$ cat src/rau_pkg.sv
// Package for the rational arithmetic unit: widths, codes and control types.
`timescale 1ns / 1ps
package rau_pkg;
    localparam int OperandWidth = 32;
    localparam int WideWidth    = 64;
    localparam int CntWidth     = 7;

    typedef enum logic [1:0] {
        OP_ADD = 2'd0,
        OP_SUB = 2'd1,
        OP_MUL = 2'd2,
        OP_DIV = 2'd3
    } t_op;

    typedef enum logic [1:0] {
        ST_OK      = 2'd0,
        ST_DIVZERO = 2'd1,
        ST_ZERODEN = 2'd2
    } t_status;

    typedef enum logic [3:0] {
        S_IDLE,
        S_MUL1,
        S_MUL2,
        S_GCD_START,
        S_GCD_WAIT,
        S_DIV1_START,
        S_DIV1_WAIT,
        S_DIV2_START,
        S_DIV2_WAIT,
        S_ADD_P,
        S_ADD_Q,
        S_ADD_SUM,
        S_OUT
    } t_state;

    typedef struct packed {
        logic                 start;
        logic [WideWidth-1:0] dividend;
        logic [WideWidth-1:0] divisor;
    } t_div_req;

    typedef struct packed {
        logic                 done;
        logic [WideWidth-1:0] quot;
        logic [WideWidth-1:0] rem;
    } t_div_rsp;
endpackage

$ cat src/rau_divider.sv
// Shared radix-2 restoring divider, one quotient bit per cycle.
`timescale 1ns / 1ps
module rau_divider import rau_pkg::*; (
    input  logic     i_clk,
    input  logic     i_rst_n,
    input  t_div_req i_req,
    output t_div_rsp o_rsp
);
    logic [WideWidth-1:0] r_quot, n_quot;
    logic [WideWidth-1:0] r_rem, n_rem;
    logic [WideWidth-1:0] r_dsr;
    logic [CntWidth-1:0]  r_cnt;
    logic                 r_busy;
    logic                 r_done;
    logic [WideWidth:0]   w_shift;
    logic [WideWidth:0]   w_diff;

    always_comb begin
        w_shift = {r_rem, r_quot[WideWidth-1]};
        w_diff  = w_shift - {1'b0, r_dsr};
        n_quot  = {r_quot[WideWidth-2:0], ~w_diff[WideWidth]};
        n_rem   = w_diff[WideWidth] ? w_shift[WideWidth-1:0] : w_diff[WideWidth-1:0];
    end

    always_ff @(posedge i_clk) begin
        if (!i_rst_n) begin
            r_busy <= 1'b0;
            r_done <= 1'b0;
            r_cnt  <= '0;
        end else begin
            r_done <= 1'b0;
            if (i_req.start) begin
                r_busy <= 1'b1;
                r_quot <= i_req.dividend;
                r_rem  <= '0;
                r_dsr  <= i_req.divisor;
                r_cnt  <= '0;
            end else if (r_busy) begin
                r_quot <= n_quot;
                r_rem  <= n_rem;
                r_cnt  <= r_cnt + 1'b1;
                if (r_cnt == CntWidth'(WideWidth - 1)) begin
                    r_busy <= 1'b0;
                    r_done <= 1'b1;
                end
            end
        end
    end

    assign o_rsp.done = r_done;
    assign o_rsp.quot = r_quot;
    assign o_rsp.rem  = r_rem;
endmodule

$ cat config.mk
export PLATFORM = sky130hd
export DESIGN_NAME = rau_divider
export DESIGN_NICKNAME = d
export VERILOG_FILES = /design/src/rau_pkg.sv /design/src/rau_divider.sv
export SDC_FILE = /design/constraint.sdc
export NUM_CORES = 1
export LEC_CHECK = 0
export BUFFER_PORTS_ARGS = -buffer_cell sky130_fd_sc_hd__buf_2
export CAP_MARGIN = 25
export CORE_MARGIN = 5
export CORE_UTILIZATION = 45
export DETAILED_ROUTE_END_ITERATION = 7
export GPL_ROUTABILITY_DRIVEN = 0
export GPL_TIMING_DRIVEN = 1
export PLACE_DENSITY = 0.68
export SLEW_MARGIN = 20
export SYNTH_ARGS = -nofsm -noshare
export SYNTH_HDL_FRONTEND = slang
export SYNTH_SLANG_ARGS = --single-unit
$ cat constraint.sdc
create_clock -name i_clk -period 5.34 [get_ports i_clk]
set_input_delay 1.068 -clock i_clk [delete_from_list [all_inputs] [get_ports i_clk]]
set_output_delay 1.068 -clock i_clk [all_outputs]
set_load 0.02 [all_outputs]
# Word-level counts from Yosys, hierarchy flattened
# Index checks and enable logic that the tools add are counted.
[totals]
reg_bits = 201
[op_classes]
mux = 8
eq_ne = 1
n_reduce_logical = 5
bitwise_logic = 3
add_sub_neg = 2
[ops]
columns = ["operator", "n"]
rows = [
  ["64-bit two-way mux", 4],
  ["65-bit by 64-bit subtractor with 65-bit output", 1],
  ["7-bit by 1-bit adder with 7-bit output (second input constant)", 1],
  ["7-bit by 6-bit equality test with 1-bit output (second input constant)", 1],
  ["1-bit two-way mux", 4],
  ["2-bit AND reduction", 2],
  ["1-bit NOT", 3],
  ["3-bit OR reduction", 1],
  ["2-bit nonzero test", 1],
  ["2-bit OR reduction", 1],
]

# Depth between registers and ports, before layout
[logic_depth]
depth_word = 4
mapped_depth = 15

# Least setup slack after synthesis
# Ideal clock, no wire load.
[synth_path]
path_kind = "input port to flip-flop"
startpoint = "in i_req[128] (netlist bit)"
endpoint = "reg r_quot[0], enable pin"
setup_slack_ns = 0.337
required_ns = 4.841
cell_stages = 3
arrival_time_ns = 4.504
cell_sequence = "clkbuf_1 > clkbuf_1 > o21a_1"
[synth_via]
elab_chain_len = 2
[synth_rtl]
columns = ["item", "line", "text"]
rows = [
  ["start: declaration", "rau_divider.sv:6", "input t_div_req i_req,"],
  ["2-bit nonzero test (no line)", "n/a", ""],
  ["2-bit AND reduction (no line)", "n/a", ""],
  ["end signal: assignment", "rau_divider.sv:34", "r_quot <= i_req.dividend;"],
  ["end signal: assignment", "rau_divider.sv:39", "r_quot <= n_quot;"],
  ["end: declaration", "rau_divider.sv:9", "logic [WideWidth-1:0] r_quot, n_quot;"],
]
# Every way passes these cells.
# A chain may end at the register's enable or synchronous reset.

# Worst setup path in the final report
[layout_path]
startpoint = "reg r_quot[63]"
endpoint = "reg r_rem[22] (data pin)"
[layout_via]
elab_chain_len = 3
[layout_rtl]
columns = ["item", "line", "text"]
rows = [
  ["65-bit by 64-bit subtractor with 65-bit output", "rau_divider.sv:20", "w_diff = w_shift - {1'b0, r_dsr};"],
  ["64-bit two-way mux", "rau_divider.sv:22", "n_rem = w_diff[WideWidth] ? w_shift[WideWidth-1:0] : w_diff[WideWidth-1:0];"],
  ["64-bit two-way mux", "rau_divider.sv:38", "end else if (r_busy) begin"],
  ["end signal: assignment", "rau_divider.sv:40", "r_rem <= n_rem;"],
  ["end: declaration", "rau_divider.sv:10", "logic [WideWidth-1:0] r_rem, n_rem;"],
]
# Every way passes these cells. The select of a mux whose other input is x is not followed.

==> impl_metrics.py <==
metrics = {
    "timing": {
        "setup_slack_ns": 1.09,
        "skew_ns": 0.0242,
        "finalCriticalPeriod_ns": 4.25,
        "drv_slew": 0,
        "fin_hold_ws_ns": 0.497,
        "rsz0062_at_grt": "false",
        "worst_slew_pin_slew_ns": 0.901,
        "fmax_mhz": 236,
        "setup_tns_ns": 0,
        "setup_violations": 0,
        "hold_viol": 0,
        "period_share_pct": 79.5,
        "relSlewSlack_pct": 39.9,
    },
    "die": {
        "rows": 59,
        "core_area_mm2": 0.0262,
        "dieWidth_um": 174,
        "die_h_um": 174,
        "ios": 260,
        "die_area_mm2": 0.0301,
        "start_util_pct": 45.9,
    },
    "yosys": {
        "yosysSeqAreaShare_pct": 49.4,
        "synth_edf_count": 192,
        "yosys_warnings": 0,
        "synth_area_mm2": 0.0120,
        "synthCells": 1151,
        "synth_compound_area_share_pct": 18.4,
        "synth.area.mux_share_pct": 5.98,
        "synth.top_cell.area_share_pct": 47.9,
        "yosysUniqueCellTypes": 72,
        "ys_top_cells_by_area": "edfxtp_1 (48%), ha_1 (6.8%), mux2_2 (5.9%)",
        "synth.most_common_cell": "edfxtp_1",
        "synth.largest_area_cell": "edfxtp_1",
        "synthArstFlopShare_pct": 0,
        "synth_nets": 1348,
        "synth.top_cells.by_count": "edfxtp_1 (192), a21oi_1 (140), o21ai_0 (100)",
        "synth-simple-area-share_pct": 9.86,
        "synthAdderAreaFrac_pct": 6.92,
        "synth_ff_type": "edfxtp_1",
        "synth_top_family_by_area": "compound AO/OA/AOI/OAI gates",
        "yosys_register_bits": 201,
        "syn_area_per_cell_um2": 10.5,
        "synth_xor_area_share_pct": 4.44,
    },
    "cells_and_area": {
        "fin_nets": 1575,
        "final_area_mm2": 0.0144,
        "stdcell_count": 1731,
        "postLayoutCoreUtil_pct": 55.0,
        "syn_to_final_growth_pct": 19.7,
        "drive_gt1_share_pct": 28.0,
    },
    "setup_path": {
        "critPathKind": "register to register",
        "cp_slowest_cell": "nor2_1",
        "crit_arrival_ns": 4.48,
        "crit_path_end_kind": "register",
        "crit_fanout": 30,
        "crit_family": "simple AND/OR/NAND/NOR gates",
        "crit_path_start_kind": "register",
        "crit_path_max_incr_delay_ns": 0.77,
        "cp_num_buf_inv": 1,
        "required_ns": 5.57,
        "cp_cell_sequence": "inv_1 > ha_1 > fa_1 > nand2b_1 > a21oi_1 > o31a_1 > a21oi_4 > o31a_4 > o21ai_2 > or4b_4 > and3_2 > nor2_1 > a211oi_1",
    },
    "cts": {
        "htreeDepth": 1,
        "cts_hold_buf": 0,
        "clkSlewWorstSetupHoldPaths_ns": 0.06,
        "insertion_delay_ns": 0.55,
        "cts_tree": "done",
        "cts_sinks": 201,
        "cts_resized": 0,
        "numCtsBuffers": 25,
        "cts_buffer_depth": 3,
        "post-cts-setup-buffers": 0,
        "cts_root_buffer": "clkbuf_16",
    },
    "route": {
        "antenna_left": 0,
        "drc": 0,
        "viasPerCell": 5.69,
        "wirelength_um": 33300,
        "post_drt_wl_per_cell_um": 19.3,
        "drtIter0Drc": 697,
        "vias": 9853,
        "dr.pass1.iters": 5,
    },
    "global_route": {
        "antenna_found_initial": 12,
        "grt_start_max_net_pins": 74,
        "grt_pass1_vias": 9955,
        "grt_overflow_total": 0,
        "grt.total_usage_pct": 21.3,
        "grt_pass1_wl_um": 53200,
    },
    "placed_design": {
        "dp.cells": 1686,
        "port_buffers": 259,
        "dpl.hpwl_um": 24400,
        "place_area_mm2": 0.0136,
        "dp_slack_ns": 1.11,
    },
    "power_and_ir_drop": {
        "power_mw": 5.16,
        "peakVddDrop_v": 0.000290,
        "p_leak_nw": 6.01,
        "p_per_area_mw_per_mm2": 358,
    },
    "worst_hold_path": {
        "worstHoldPathType": "register to register",
    },
    "run_status": {
        "status": "finished clean",
    },
    "job": {
        "maxCapViolCount": 0,
    },
}
==> cell usage in the layout (no fill, tap or decap), drive strengths merged, types with 9 or more instances in the layout <==
| cell type | n |
|---|---|
| nor3 | 13 |
| inv | 88 |
| edfxtp | 192 |
| buf | 269 |
| nand2 | 60 |
| mux2 | 63 |
| xnor2 | 36 |
| o21ai | 101 |
| nor2 | 38 |
| o21bai | 13 |
| ha | 65 |
| clkbuf | 27 |
| a21oi | 142 |
| xor2 | 25 |
| or3 | 12 |
| dfxtp | 9 |
| nand4 | 24 |
| a21o | 33 |
| a211oi | 12 |
| nand3 | 59 |
==> logic make-up (layout without fill, tap and decap cells) <==
kind of cell    count (synthesis)  after routing
fa+ha+maj                      66             66
xor+xnor                       61             61
flops                         201            201
simple gates                  240            240
buf+inv                       154            398
other cells                     0              1
mux                            64             64
compound gates                365            365
==> area by class of cell <==
type | instances | area, µm²
fill | 2335 | 11800
tap | 335 | 419
sequential | 201 | 5950
inverter | 85 | 319
timing repair buffer | 269 | 1390
clock inverter | 17 | 184
multi-input combinational | 796 | 5510
clock buffer | 27 | 633
antenna | 1 | 2.50
==> worst register-to-register path: stages, from the launching register on <==
cell and delay (ns):
edfxtp_1 0.41, inv_1 0.08, ha_1 0.18, fa_1 0.20, nand2b_1 0.16, a21oi_1 0.11, o31a_1 0.37, a21oi_4 0.20
o31a_4 0.21, o21ai_2 0.09, or4b_4 0.56, and3_2 0.43, nor2_1 0.77, a211oi_1 0.18
==> registers in the layout (all words and copies together), names as in the netlist <==
name / flops
r_quot: 64
r_dsr: 64
r_busy: 1
r_done: 1
r_cnt: 7
r_rem: 64
==> routing by layer <==
metal | vias to the layer above | share of wire (%) | track usage (%) | wire (µm)
met5 | - | 0.39 | 0 | 131
met4 | 20 | 2.6 | 5.52 | 875
met3 | 71 | 9.7 | 6.72 | 3240
met2 | 409 | 44 | 34.0 | 14600
met1 | 4598 | 43 | 28.5 | 14500
li1 | 4755 | - | - | -
==> power breakdown <==
group / total, mW / switching [mW] / internal [mW]
registers: 1.98 / 0.0762 / 1.90
clock network: 1.69 / 0.715 / 0.970
logic: 1.49 / 0.921 / 0.573
total: 5.16 / 1.71 / 3.45
==> worst paths after layout <==
check	from	endpoint	slack (ns)	cells after the start
worst max-delay path	r_quot[63]	r_rem[22]	1.09	13
worst min-delay path	r_cnt[6]	r_cnt[6]	0.50	2
worst max register to register	r_quot[63]	r_rem[22]	1.09	13
worst min register to register	r_cnt[6]	r_cnt[6]	0.50	2
No activity file was read; power rests on OpenSTA's default activity.
